<file path="src/sv/tsst_pkg.sv">
// ----------------------------------------------------------------------------
// tsst_pkg
// Types and constants used by the token scanner.
// ----------------------------------------------------------------------------
package tsst_pkg;

    // Character codes
    localparam logic [7:0] CH_NL     = 8'h0A;
    localparam logic [7:0] CH_TAB    = 8'h09;
    localparam logic [7:0] CH_SPACE  = 8'h20;
    localparam logic [7:0] CH_HASH   = 8'h23;
    localparam logic [7:0] CH_DOLLAR = 8'h24;
    localparam logic [7:0] CH_PLUS   = 8'h2B;
    localparam logic [7:0] CH_EQ     = 8'h3D;
    localparam logic [7:0] CH_AT     = 8'h40;
    localparam logic [7:0] CH_USCORE = 8'h5F;

    // Token kinds
    localparam logic [3:0] KIND_END        = 4'd0;
    localparam logic [3:0] KIND_WORD       = 4'd1;
    localparam logic [3:0] KIND_VAR        = 4'd2;
    localparam logic [3:0] KIND_NUM        = 4'd3;
    localparam logic [3:0] KIND_PLUS       = 4'd4;
    localparam logic [3:0] KIND_PLUS_ASSIGN = 4'd5;
    localparam logic [3:0] KIND_AT         = 4'd6;
    localparam logic [3:0] KIND_AT_USCORE  = 4'd7;
    localparam logic [3:0] KIND_ASSIGN     = 4'd8;
    localparam logic [3:0] KIND_CHAR       = 4'd9;
    localparam logic [3:0] KIND_DOLLAR     = 4'd10;

    // Error codes
    localparam logic [1:0] ERR_NONE  = 2'd0;
    localparam logic [1:0] ERR_TRUNC = 2'd1;
    localparam logic [1:0] ERR_FULL  = 2'd2;

    typedef enum logic [2:0] {
        M_IDLE,
        M_PLUS,
        M_AT,
        M_WORD,
        M_NUM,
        M_DOLLAR,
        M_COMMENT
    } mode_t;

    typedef enum logic [2:0] {
        ST_IDLE,
        ST_LEN,
        ST_RD,
        ST_CMP,
        ST_INS,
        ST_OUT
    } state_t;

    typedef struct packed {
        logic [3:0]  kind;
        logic [7:0]  char_code;
        logic [15:0] line;
        logic [15:0] column;
        logic [7:0]  length;
        logic [4:0]  sym_index;
        logic        new_entry;
        logic [1:0]  error;
    } result_t;

    function automatic logic is_alpha(input logic [7:0] c);
        return (c >= 8'h41 && c <= 8'h5A) || (c >= 8'h61 && c <= 8'h7A);
    endfunction

    function automatic logic is_digit(input logic [7:0] c);
        return c >= 8'h30 && c <= 8'h39;
    endfunction

    function automatic logic [15:0] sat_inc16(input logic [15:0] v);
        return (v == 16'hFFFF) ? v : v + 16'd1;
    endfunction

endpackage

</file>
<file path="src/sv/tsst_ifs.sv">
// ----------------------------------------------------------------------------
// tsst channel interfaces
// Character request channel and token result channel, valid/ready handshake.
// ----------------------------------------------------------------------------
interface tsst_in_if;
    logic       valid;
    logic       ready;
    logic [7:0] ch;
    logic       end_of_input;

    modport source (output valid, output ch, output end_of_input, input ready);
    modport sink   (input valid, input ch, input end_of_input, output ready);
endinterface

interface tsst_out_if;
    logic        valid;
    logic        ready;
    logic [3:0]  kind;
    logic [7:0]  char_code;
    logic [15:0] line;
    logic [15:0] column;
    logic [7:0]  length;
    logic [4:0]  sym_index;
    logic        new_entry;
    logic [1:0]  error;
    logic        last;

    modport source (output valid, output kind, output char_code, output line,
                    output column, output length, output sym_index,
                    output new_entry, output error, output last, input ready);
    modport sink   (input valid, input kind, input char_code, input line,
                    input column, input length, input sym_index,
                    input new_entry, input error, input last, output ready);
endinterface

</file>
<file path="src/sv/token_scanner_symbol_table_top.sv">
// ----------------------------------------------------------------------------
// token_scanner_symbol_table_top
// Character-at-a-time scanner with a symbol table for '$name' variables.
// ----------------------------------------------------------------------------
// One request carries one character (or the end-of-input mark) and yields
// zero, one or two tokens. The block takes a request, then offers its tokens
// one per cycle while the output is ready, and takes the next request in the
// cycle after the last token is taken. A variable that closes is looked up
// by a single byte comparator that walks the table: it checks each entry's
// stored length, compares the name byte by byte in an entry whose length
// matches and, on first sight, copies the name byte by byte into the name
// memory. Names longer than NAME_LEN letters are cut and flagged; a full
// table gives index 0 and the full flag. Line, column and table survive an
// end token; only reset clears them.
// ----------------------------------------------------------------------------
module token_scanner_symbol_table_top #(
    parameter int TABLE_DEPTH = 16,
    parameter int NAME_LEN    = 16
) (
    input  logic         clk,
    input  logic         rst_n,
    tsst_in_if.sink      in_chan,
    tsst_out_if.source   out_chan
);
    import tsst_pkg::*;

    localparam int IW = $clog2(TABLE_DEPTH + 1);              // entry count
    localparam int TW = (TABLE_DEPTH > 1) ? $clog2(TABLE_DEPTH) : 1;
    localparam int NW = $clog2(NAME_LEN);                     // byte index
    localparam int LW = $clog2(NAME_LEN + 1);                 // name length
    localparam int MD = TABLE_DEPTH * NAME_LEN;
    localparam int AW = (MD > 1) ? $clog2(MD) : 1;

    // Control state
    state_t          state_reg, state_next;
    mode_t           mode_reg, mode_next;
    logic [15:0]     line_reg, line_next;
    logic [15:0]     col_reg, col_next;
    logic [15:0]     ts_reg, ts_next;
    logic [7:0]      tl_reg, tl_next;
    logic [IW-1:0]   cnt_reg, cnt_next;
    logic [IW-1:0]   idx_reg, idx_next;
    logic [NW-1:0]   pos_reg, pos_next;
    logic [LW-1:0]   keep_reg, keep_next;
    logic            trunc_reg, trunc_next;
    logic [1:0]      nres_reg, nres_next;
    logic            oidx_reg, oidx_next;

    // Payload
    result_t         res_reg [2];
    result_t         r0, r1;
    logic            load_res, patch_var;
    logic [4:0]      patch_idx;
    logic            patch_new;
    logic [1:0]      patch_err;

    // Storage
    logic [7:0]      nbuf [NAME_LEN];
    logic [LW-1:0]   lens [TABLE_DEPTH];
    logic [7:0]      names_mem [MD];
    logic [7:0]      rd_q;
    logic [AW-1:0]   mem_addr;
    logic            mem_we, len_we, nb_we;
    logic [NW-1:0]   nb_addr;

    // Step logic
    logic            accept;
    logic [7:0]      c;
    logic [15:0]     col_inc;
    logic            fl_v, fl_var, fl_take, do_idle, idle_v;
    result_t         fl_r, idle_r;
    logic [7:0]      letters;
    logic [7:0]      dpos;

    assign accept  = in_chan.valid && in_chan.ready;
    assign c       = in_chan.ch;
    assign col_inc = sat_inc16(col_reg);
    assign letters = tl_reg - 8'd1;
    assign dpos    = tl_reg - 8'd1;

    // Token that the pending mode would give if closed now
    always_comb
    begin
        fl_v   = 1'b1;
        fl_var = 1'b0;
        fl_r   = '0;
        fl_r.line   = line_reg;
        fl_r.column = ts_reg;
        fl_r.length = 8'd1;
        unique case (mode_reg)
            M_PLUS:   fl_r.kind = KIND_PLUS;
            M_AT:     fl_r.kind = KIND_AT;
            M_WORD:
            begin
                fl_r.kind   = KIND_WORD;
                fl_r.length = tl_reg;
            end
            M_NUM:
            begin
                fl_r.kind   = KIND_NUM;
                fl_r.length = tl_reg;
            end
            M_DOLLAR:
            begin
                if (tl_reg <= 8'd1)
                begin
                    fl_r.kind = KIND_DOLLAR;
                end
                else
                begin
                    fl_r.kind   = KIND_VAR;
                    fl_r.length = tl_reg;
                    fl_var      = 1'b1;
                end
            end
            default:  fl_v = 1'b0;
        endcase
    end

    // Scanner step for one character
    always_comb
    begin
        mode_next = mode_reg;
        line_next = line_reg;
        col_next  = col_reg;
        ts_next   = ts_reg;
        tl_next   = tl_reg;
        fl_take   = 1'b0;
        do_idle   = 1'b0;
        idle_v    = 1'b0;
        idle_r    = '0;
        idle_r.line   = line_reg;
        idle_r.column = col_inc;
        idle_r.length = 8'd1;
        nb_we     = 1'b0;
        nb_addr   = dpos[NW-1:0];

        if (in_chan.end_of_input)
        begin
            fl_take       = fl_v;
            mode_next     = M_IDLE;
            idle_v        = 1'b1;
            idle_r.kind   = KIND_END;
            idle_r.length = 8'd0;
        end
        else
        begin
            unique case (mode_reg)
                M_COMMENT:
                begin
                    if (c == CH_NL)
                    begin
                        mode_next = M_IDLE;
                        do_idle   = 1'b1;
                    end
                    else
                    begin
                        col_next = col_inc;
                    end
                end
                M_PLUS, M_AT:
                begin
                    mode_next = M_IDLE;
                    if ((mode_reg == M_PLUS && c == CH_EQ) ||
                        (mode_reg == M_AT && c == CH_USCORE))
                    begin
                        idle_v        = 1'b1;
                        idle_r.kind   = (mode_reg == M_PLUS) ? KIND_PLUS_ASSIGN
                                                             : KIND_AT_USCORE;
                        idle_r.column = ts_reg;
                        idle_r.length = 8'd2;
                        col_next      = col_inc;
                    end
                    else
                    begin
                        fl_take = 1'b1;
                        do_idle = 1'b1;
                    end
                end
                M_WORD, M_NUM:
                begin
                    if ((mode_reg == M_WORD && is_alpha(c)) ||
                        (mode_reg == M_NUM && is_digit(c)))
                    begin
                        if (tl_reg != 8'hFF)
                            tl_next = tl_reg + 8'd1;
                        col_next = col_inc;
                    end
                    else
                    begin
                        mode_next = M_IDLE;
                        fl_take   = 1'b1;
                        do_idle   = 1'b1;
                    end
                end
                M_DOLLAR:
                begin
                    if (is_alpha(c))
                    begin
                        nb_we = (dpos < 8'(NAME_LEN));
                        if (tl_reg != 8'hFF)
                            tl_next = tl_reg + 8'd1;
                        col_next = col_inc;
                    end
                    else
                    begin
                        mode_next = M_IDLE;
                        fl_take   = 1'b1;
                        do_idle   = 1'b1;
                    end
                end
                default:
                begin
                    mode_next = M_IDLE;
                    do_idle   = 1'b1;
                end
            endcase

            if (do_idle)
            begin
                if (c == CH_NL)
                begin
                    line_next = sat_inc16(line_reg);
                    col_next  = 16'd0;
                end
                else
                begin
                    col_next = col_inc;
                    if (c == CH_SPACE || c == CH_TAB)
                    begin
                        // drop whitespace
                    end
                    else if (c == CH_HASH)
                    begin
                        mode_next = M_COMMENT;
                    end
                    else if (c == CH_EQ)
                    begin
                        idle_v      = 1'b1;
                        idle_r.kind = KIND_ASSIGN;
                    end
                    else if (c == CH_PLUS || c == CH_AT || c == CH_DOLLAR ||
                             is_alpha(c) || is_digit(c))
                    begin
                        ts_next = col_inc;
                        tl_next = 8'd1;
                        if (c == CH_PLUS)
                            mode_next = M_PLUS;
                        else if (c == CH_AT)
                            mode_next = M_AT;
                        else if (c == CH_DOLLAR)
                            mode_next = M_DOLLAR;
                        else if (is_alpha(c))
                            mode_next = M_WORD;
                        else
                            mode_next = M_NUM;
                    end
                    else
                    begin
                        idle_v           = 1'b1;
                        idle_r.kind      = KIND_CHAR;
                        idle_r.char_code = c;
                    end
                end
            end
        end

        r0 = (fl_take && fl_v) ? fl_r : idle_r;
        r1 = idle_r;
    end

    // Sequencer
    always_comb
    begin
        state_next = state_reg;
        cnt_next   = cnt_reg;
        idx_next   = idx_reg;
        pos_next   = pos_reg;
        keep_next  = keep_reg;
        trunc_next = trunc_reg;
        nres_next  = nres_reg;
        oidx_next  = oidx_reg;
        load_res   = 1'b0;
        patch_var  = 1'b0;
        patch_idx  = '0;
        patch_new  = 1'b0;
        patch_err  = ERR_NONE;
        mem_we     = 1'b0;
        len_we     = 1'b0;
        mem_addr   = AW'(idx_reg[TW-1:0]) * AW'(NAME_LEN) + AW'(pos_reg);
        in_chan.ready  = (state_reg == ST_IDLE);
        out_chan.valid = (state_reg == ST_OUT);

        unique case (state_reg)
            ST_IDLE:
            begin
                if (accept)
                begin
                    load_res   = 1'b1;
                    nres_next  = 2'((fl_take && fl_v) ? 1 : 0) + 2'(idle_v ? 1 : 0);
                    oidx_next  = 1'b0;
                    idx_next   = '0;
                    keep_next  = (letters > 8'(NAME_LEN)) ? LW'(NAME_LEN)
                                                          : LW'(letters);
                    trunc_next = (letters > 8'(NAME_LEN));
                    if (fl_take && fl_var)
                        state_next = ST_LEN;
                    else if (fl_take && fl_v || idle_v)
                        state_next = ST_OUT;
                end
            end
            ST_LEN:
            begin
                // check one entry's stored length, or end of table
                pos_next = '0;
                if (idx_reg == cnt_reg)
                begin
                    if (cnt_reg < IW'(TABLE_DEPTH))
                    begin
                        state_next = ST_INS;
                    end
                    else
                    begin
                        patch_var  = 1'b1;
                        patch_err  = ERR_FULL;
                        state_next = ST_OUT;
                    end
                end
                else if (lens[idx_reg[TW-1:0]] == keep_reg)
                begin
                    state_next = ST_RD;
                end
                else
                begin
                    idx_next = idx_reg + IW'(1);
                end
            end
            ST_RD:
            begin
                state_next = ST_CMP;
            end
            ST_CMP:
            begin
                if (rd_q != nbuf[pos_reg])
                begin
                    idx_next   = idx_reg + IW'(1);
                    state_next = ST_LEN;
                end
                else if (LW'(pos_reg) + LW'(1) == keep_reg)
                begin
                    patch_var  = 1'b1;
                    patch_idx  = 5'(idx_reg + IW'(1));
                    patch_err  = trunc_reg ? ERR_TRUNC : ERR_NONE;
                    state_next = ST_OUT;
                end
                else
                begin
                    pos_next   = pos_reg + NW'(1);
                    state_next = ST_RD;
                end
            end
            ST_INS:
            begin
                // copy the name into the next free entry, one byte a cycle
                mem_we = 1'b1;
                if (LW'(pos_reg) + LW'(1) == keep_reg)
                begin
                    len_we     = 1'b1;
                    cnt_next   = cnt_reg + IW'(1);
                    patch_var  = 1'b1;
                    patch_idx  = 5'(cnt_reg + IW'(1));
                    patch_new  = 1'b1;
                    patch_err  = trunc_reg ? ERR_TRUNC : ERR_NONE;
                    state_next = ST_OUT;
                end
                else
                begin
                    pos_next = pos_reg + NW'(1);
                end
            end
            ST_OUT:
            begin
                if (out_chan.ready)
                begin
                    if (2'(oidx_reg) + 2'd1 >= nres_reg)
                        state_next = ST_IDLE;
                    else
                        oidx_next = 1'b1;
                end
            end
            default:
            begin
                state_next = ST_IDLE;
            end
        endcase
    end

    always_ff @(posedge clk or negedge rst_n)
    begin
        if (!rst_n)
        begin
            state_reg <= ST_IDLE;
            mode_reg  <= M_IDLE;
            line_reg  <= 16'd1;
            col_reg   <= 16'd0;
            ts_reg    <= 16'd0;
            tl_reg    <= 8'd0;
            cnt_reg   <= '0;
            idx_reg   <= '0;
            pos_reg   <= '0;
            keep_reg  <= '0;
            trunc_reg <= 1'b0;
            nres_reg  <= 2'd0;
            oidx_reg  <= 1'b0;
        end
        else
        begin
            state_reg <= state_next;
            cnt_reg   <= cnt_next;
            idx_reg   <= idx_next;
            pos_reg   <= pos_next;
            keep_reg  <= keep_next;
            trunc_reg <= trunc_next;
            nres_reg  <= nres_next;
            oidx_reg  <= oidx_next;
            if (accept)
            begin
                mode_reg <= mode_next;
                line_reg <= line_next;
                col_reg  <= col_next;
                ts_reg   <= ts_next;
                tl_reg   <= tl_next;
            end
        end
    end

    // Result registers and table storage
    always_ff @(posedge clk)
    begin
        if (load_res)
        begin
            res_reg[0] <= r0;
            res_reg[1] <= r1;
        end
        else if (patch_var)
        begin
            res_reg[0].sym_index <= patch_idx;
            res_reg[0].new_entry <= patch_new;
            res_reg[0].error     <= patch_err;
        end
        if (accept && nb_we)
            nbuf[nb_addr] <= c;
        if (len_we)
            lens[cnt_reg[TW-1:0]] <= keep_reg;
    end

    always_ff @(posedge clk)
    begin
        if (mem_we)
            names_mem[AW'(cnt_reg[TW-1:0]) * AW'(NAME_LEN) + AW'(pos_reg)] <= nbuf[pos_reg];
        rd_q <= names_mem[mem_addr];
    end

    assign out_chan.kind      = res_reg[oidx_reg].kind;
    assign out_chan.char_code = res_reg[oidx_reg].char_code;
    assign out_chan.line      = res_reg[oidx_reg].line;
    assign out_chan.column    = res_reg[oidx_reg].column;
    assign out_chan.length    = res_reg[oidx_reg].length;
    assign out_chan.sym_index = res_reg[oidx_reg].sym_index;
    assign out_chan.new_entry = res_reg[oidx_reg].new_entry;
    assign out_chan.error     = res_reg[oidx_reg].error;
    assign out_chan.last      = (2'(oidx_reg) + 2'd1 == nres_reg);

`ifndef NO_ASSERTIONS
    a_no_overlap: assert property (@(posedge clk) disable iff (!rst_n)
        !(in_chan.ready && out_chan.valid))
        else $error("request taken while a token is offered");

    a_count_bound: assert property (@(posedge clk) disable iff (!rst_n)
        cnt_reg <= IW'(TABLE_DEPTH))
        else $error("symbol count beyond table depth");

    a_end_idle: assert property (@(posedge clk) disable iff (!rst_n)
        (accept && in_chan.end_of_input) |=> (mode_reg == M_IDLE))
        else $error("scanner not idle after end of input");

    a_last_ready: assert property (@(posedge clk) disable iff (!rst_n)
        (out_chan.valid && out_chan.ready && out_chan.last) |=> in_chan.ready)
        else $error("not ready after last token");
`endif

endmodule
</file>
<file path="src/flat_wrapper.sv">
// flat-port wrapper written by rule: the top's interface ports become plain ports
module token_scanner_symbol_table_top_flat import tsst_pkg::*;
#(
    parameter int TABLE_DEPTH = 16,
    parameter int NAME_LEN    = 16
)
  (clk, rst_n, in_chan_valid, in_chan_ch, in_chan_end_of_input, in_chan_ready, out_chan_valid, out_chan_kind, out_chan_char_code, out_chan_line, out_chan_column, out_chan_length, out_chan_sym_index, out_chan_new_entry, out_chan_error, out_chan_last, out_chan_ready);
  tsst_in_if in_chan_i ();
  tsst_out_if out_chan_i ();
  input  logic clk;
  input  logic rst_n;
  input wire logic [$bits(in_chan_i.valid)-1:0] in_chan_valid;
  input wire logic [$bits(in_chan_i.ch)-1:0] in_chan_ch;
  input wire logic [$bits(in_chan_i.end_of_input)-1:0] in_chan_end_of_input;
  output wire logic [$bits(in_chan_i.ready)-1:0] in_chan_ready;
  output wire logic [$bits(out_chan_i.valid)-1:0] out_chan_valid;
  output wire logic [$bits(out_chan_i.kind)-1:0] out_chan_kind;
  output wire logic [$bits(out_chan_i.char_code)-1:0] out_chan_char_code;
  output wire logic [$bits(out_chan_i.line)-1:0] out_chan_line;
  output wire logic [$bits(out_chan_i.column)-1:0] out_chan_column;
  output wire logic [$bits(out_chan_i.length)-1:0] out_chan_length;
  output wire logic [$bits(out_chan_i.sym_index)-1:0] out_chan_sym_index;
  output wire logic [$bits(out_chan_i.new_entry)-1:0] out_chan_new_entry;
  output wire logic [$bits(out_chan_i.error)-1:0] out_chan_error;
  output wire logic [$bits(out_chan_i.last)-1:0] out_chan_last;
  input wire logic [$bits(out_chan_i.ready)-1:0] out_chan_ready;
  assign in_chan_i.valid = in_chan_valid;
  assign in_chan_i.ch = in_chan_ch;
  assign in_chan_i.end_of_input = in_chan_end_of_input;
  assign in_chan_ready = in_chan_i.ready;
  assign out_chan_valid = out_chan_i.valid;
  assign out_chan_kind = out_chan_i.kind;
  assign out_chan_char_code = out_chan_i.char_code;
  assign out_chan_line = out_chan_i.line;
  assign out_chan_column = out_chan_i.column;
  assign out_chan_length = out_chan_i.length;
  assign out_chan_sym_index = out_chan_i.sym_index;
  assign out_chan_new_entry = out_chan_i.new_entry;
  assign out_chan_error = out_chan_i.error;
  assign out_chan_last = out_chan_i.last;
  assign out_chan_i.ready = out_chan_ready;
  token_scanner_symbol_table_top #(.TABLE_DEPTH(TABLE_DEPTH), .NAME_LEN(NAME_LEN)) u_core (.clk(clk), .rst_n(rst_n), .in_chan(in_chan_i), .out_chan(out_chan_i));
endmodule
</file>
<file path="config.mk">
export PLATFORM = sky130hd
export DESIGN_NAME = token_scanner_symbol_table_top_flat
export DESIGN_NICKNAME = d
export VERILOG_FILES = /design/src/sv/tsst_pkg.sv /design/src/sv/tsst_ifs.sv /design/src/sv/token_scanner_symbol_table_top.sv /design/src/flat_wrapper.sv
export SDC_FILE = /design/constraint.sdc
export NUM_CORES = 2
export LEC_CHECK = 0
export BUFFER_PORTS_ARGS = -buffer_cell sky130_fd_sc_hd__clkbuf_2
export CORE_MARGIN = 2
export CORE_UTILIZATION = 63
export CTS_CLUSTER_DIAMETER = 60
export DETAILED_ROUTE_END_ITERATION = 10
export PLACE_DENSITY = 0.86
export SLEW_MARGIN = 20
export SYNTH_ARGS = -nofsm -noshare
export SYNTH_HDL_FRONTEND = slang
export SYNTH_SLANG_ARGS = --single-unit
</file>
<file path="constraint.sdc">
create_clock -name clk -period 18.35 [get_ports clk]
set_input_delay 2.7525 -clock clk [delete_from_list [all_inputs] [get_ports clk]]
set_output_delay 2.7525 -clock clk [all_outputs]
set_load 0.01 [all_outputs]
</file>
==> key figures <==
Global routing
  – GR Overflow Total: 0
  – First-pass GRT wire length: 371600 um
  – Tot GR Track Use: between 30 and 40%
  – Largest net degree at the start of global routing: 258
  – Initial antenna violation count: 22
  – Vias in the first global route: 49680

Finish
  – Nets: 4682
  – Share of layout cells above drive strength 1: about a quarter
  – Max reg flops: 2048
  – Post-route cell area: 106400 um^2
  – Multi-input gate area: 22510 um^2
  – FILL cells: 8233
  – FF/Latch Area: 72760 um^2
  – Area grow syn2layout: 10.43%

Clock tree
  – Htree depth: 4
  – CTS tree: built
  – Clock root buffer: clkbuf_16
  – Post-CTS setup buffers: 0
  – Clk slew on worst S/H paths: 0.07 ns
  – Clock buffer depth: 3
  – Resize count post-CTS: 0
  – Clock latency on the worst-skew pair: 0.87 ns
  – Clock Sinks: 2439
  – CTS hold repair buffers: 0
  – CTS Buf Count: approximately 230

Critical path
  – Setup crit start kind: register
  – Worst path arrival time: approximately 8.6 ns
  – CP Data Required Time: 19.08 ns
  – Peak fanout along the critical path: around 160
  – Slowest-stage cell, CP: buf_4
  – Reg-to-reg critical path endpoint: u_core.rd_q[2]$_DFF_P_
  – Slowest stage delay, CP: 1.05 ns
  – Setup crit start: u_core.pos_reg[1]$_DFFE_PN0P_
  – R2r worst-path depth: 9
  – R2R Path Start: u_core.pos_reg[1]$_DFFE_PN0P_
  – CP cell instances: buf_4, buf_4, buf_12, buf_4, buf_4, mux4_2, mux4_2, mux4_2, mux4_2
  – CP top delay family: buffers and inverters
  – Crit. End Element: register
  – Critical path buffer and inverter count: 5
  – Crit Path Category: register to register
  – Worst R2R Setup Slack: between 10 and 15 ns

Drt
  – Wirelength per Cell: 38.63 um
  – First-pass DRT Iterations: 5
  – WL final: approximately 270000 um
  – Vias per cell: 7.320
  – DRT iter0 DRCs: 8708
  – Final ANT Viol Nets: 0
  – DR vias: 50410
  – DRC viols: 0

Place
  – DP HPWL: 137100 um
  – Setup WS pre-CTS: approximately 11 ns
  – Buffers on Ports: 75
  – GPL Wtd Cong: 0.8570
  – Placement Cell Area: 98770 um^2

STA
  – RSZ-0062 raised after global routing: false
  – Worst slew pin tran: 1.300 ns
  – Slew Viols, Final: 0
  – Fmax: 126.8 MHz
  – Minimum clock period: 7.885 ns
  – Tcrit/Tclk final: approximately 43%
  – Final setup vio count: 0
  – Final hold viol count: 0
  – Setup ws final: 10.47 ns
  – Setup TNS: 0 ns
  – Clock skew: 0.07936 ns
  – Slew HR: around an eighth

Synth
  – Post-Synth Simple-Gate Area: 3.265%
  – Post-synth EDFFs: around 2300
  – Yosys reg bits: 2439
  – YS warnings: 0
  – Library cells used by synthesis: 76
  – Xor-xnor portion of the synthesized cell area: less than 1%
  – Post-synthesis adder-cell area fraction: 0.2727%
  – Mux cell area share after synthesis: 17.69%
  – Cells after synthesis: 4558
  – Compound-cell area share of the yosys netlist: under 10%
  – Main combinational cell family by area after synthesis: multiplexers
  – Post-Syn Area: just under 100000 um^2
  – Async SR Flop Fraction: 3.485%
  – Synth Flop Type: edfxtp_1
  – Sequential area share after synthesis: 75.48%
  – Mapped Nets: approximately 4600
  – Synth Area per Inst: 21.14 um^2

Power
  – Clk pwr share: between 30% and 40%
  – PD cells: approximately 140 nW/um^2
  – Logic pwr share: 19.6%
  – Sequential share of power: between 40% and 50%
  – Leakage power: 32.34 nW
  – VDD IR max: 0.0001252 V
  – P_sw: approximately 4 mW
  – Switching part of the total: about 28%
  – Power, Total: around 14 mW
  – Int Pwr: 10.32 mW

Status
  – Status: finished clean

Hold path
  – Min-Delay Path Class: register to register
  – Hold Path Depth: 1
  – Min-Delay Endpoint: u_core.line_reg[15]$_DFFE_PN0P_
  – Worst hold start: u_core.line_reg[15]$_DFFE_PN0P_

Floorplanning
  – Die Wd: 395.1 um
  – FP Rows: 143
  – Ports: 76
  – Die H: 395.1 um
  – Core Region: ~150000 um^2
  – Full die area: 156100 um^2
  – Initial core utilization: 63.44%

Job
  – Max-cap violation count: 0
## cell usage after synthesis (all sizes together) (6+ instances only)
| master | count | area [um^2] |
|---|---|---|
| xor2 | 26 | 227.7 |
| nand4 | 12 | 75.07 |
| nand3b | 6 | 45.04 |
| buf | 121 | 574.3 |
| nor2 | 346 | 1299 |
| clkbuf | 152 | 570.6 |
| edfxtp | 2346 | 70450 |
| and2 | 16 | 100.1 |
| ha | 21 | 262.8 |
| and3 | 16 | 100.1 |
| nor2b | 28 | 175.2 |
| dfxtp | 8 | 160.2 |
| nor4 | 10 | 62.56 |
| mux4 | 714 | 16090 |
| o21ai | 94 | 470.5 |
| a31oi | 6 | 43.79 |
| nand2b | 18 | 112.6 |
| a21oi | 46 | 230.2 |
| nand2 | 155 | 581.8 |
| mux2i | 58 | 584.3 |
| nand3 | 45 | 225.2 |
| dfrtp | 84 | 2102 |
| a22oi | 16 | 120.1 |
| nor3 | 22 | 110.1 |
| inv | 28 | 105.1 |
| xnor2 | 37 | 324.1 |
| mux2 | 33 | 371.6 |
| o31ai | 12 | 90.09 |
## per-stage QoR
step | hold WS [ns] | std cells | utilization [%]
5_1_grt | 0.5108 | 6867 | 70.02
3_5_place_dp | 0.4910 | 6442 | 65.02
4_1_cts | 0.5019 | 6858 | 69.87
6_report | 0.4981 | 6886 | 70.06
2_1_floorplan | 0.4498 | 4558 | -
3_3_place_gp | 0.4722 | 6442 | 65.02
## power groups by stage
stage                     combinational [mW]  sequential, mW  clock [mW]
after floorplan                         1.75            7.01           0
after global placement                  2.49            6.88           0
after detailed placement                2.63            6.89           0
after CTS                               2.72            6.77        4.78
after global routing                    2.90            6.78        4.98
final                                   2.82            6.78        4.80
## layout make-up
| class | count | share of cell area (%) |
|---|---|---|
| clock buffer | 282 | 5.699 |
| timing repair buffer | 135 | 1.017 |
| inverter | 29 | 0.1035 |
| tap | 2030 | 2.387 |
| clock inverter | 134 | 1.226 |
| multi-input combinational | 1817 | 21.15 |
| antenna | 20 | 0.04703 |
| sequential | 2439 | 68.37 |
## kinds of logic (layout without fill, tap and decap cells)
family | Yosys count | after routing
DFF | 2439 | 2439
AOI/OAI and AO/OA | 222 | 222
and+or+nand+nor | 706 | 706
buffers and inverters | 302 | 580
other | 0 | 20
adders and majority gates | 21 | 21
muxes | 805 | 805
xor gates and xnor gates | 63 | 63
## worst max path at each step
| stage | to | cells after the start |
|---|---|---|
| after floorplan | u_core.names_mem[0][5]$_DFFE_PP_ | 5 |
| after global placement | u_core.rd_q[2]$_DFF_P_ | 9 |
| after detailed placement | u_core.rd_q[4]$_DFF_P_ | 9 |
| after CTS | u_core.rd_q[2]$_DFF_P_ | 9 |
| after global routing | u_core.rd_q[2]$_DFF_P_ | 9 |
| final | u_core.rd_q[2]$_DFF_P_ | 9 |
## cell usage in the layout (no fill, tap or decap), types with 12 or more instances in the layout
cell / count
edfxtp_1: 2346
clkbuf_16: 233
buf_4: 41
diode_2: 20
ha_1: 21
o21ai_0: 92
and3_1: 16
nand4_1: 12
nand3_1: 44
inv_1: 27
a22oi_1: 16
nand2b_1: 18
o31ai_1: 12
mux2i_1: 54
nor2_1: 346
clkinv_1: 56
nand2_1: 145
xor2_1: 26
and2_1: 16
clkbuf_2: 74
nor2b_1: 28
clkbuf_1: 44
mux2_2: 33
dfrtp_1: 77
xnor2_1: 37
bufinv_16: 23
nor3_1: 22
clkinv_2: 34
mux4_2: 712
a21oi_1: 44
## metal layers
layer / vias up / GRT usage, % / part of all wire [%]
li1: 19000 / - / -
met1: 25880 / 42.89 / 32
met2: 4478 / 54.58 / 49
met3: 1023 / 8.337 / 12
met4: 24 / 18.46 / 7.0
met5: - / 0 / 0.057
Power figures use the tool's default switching activity.
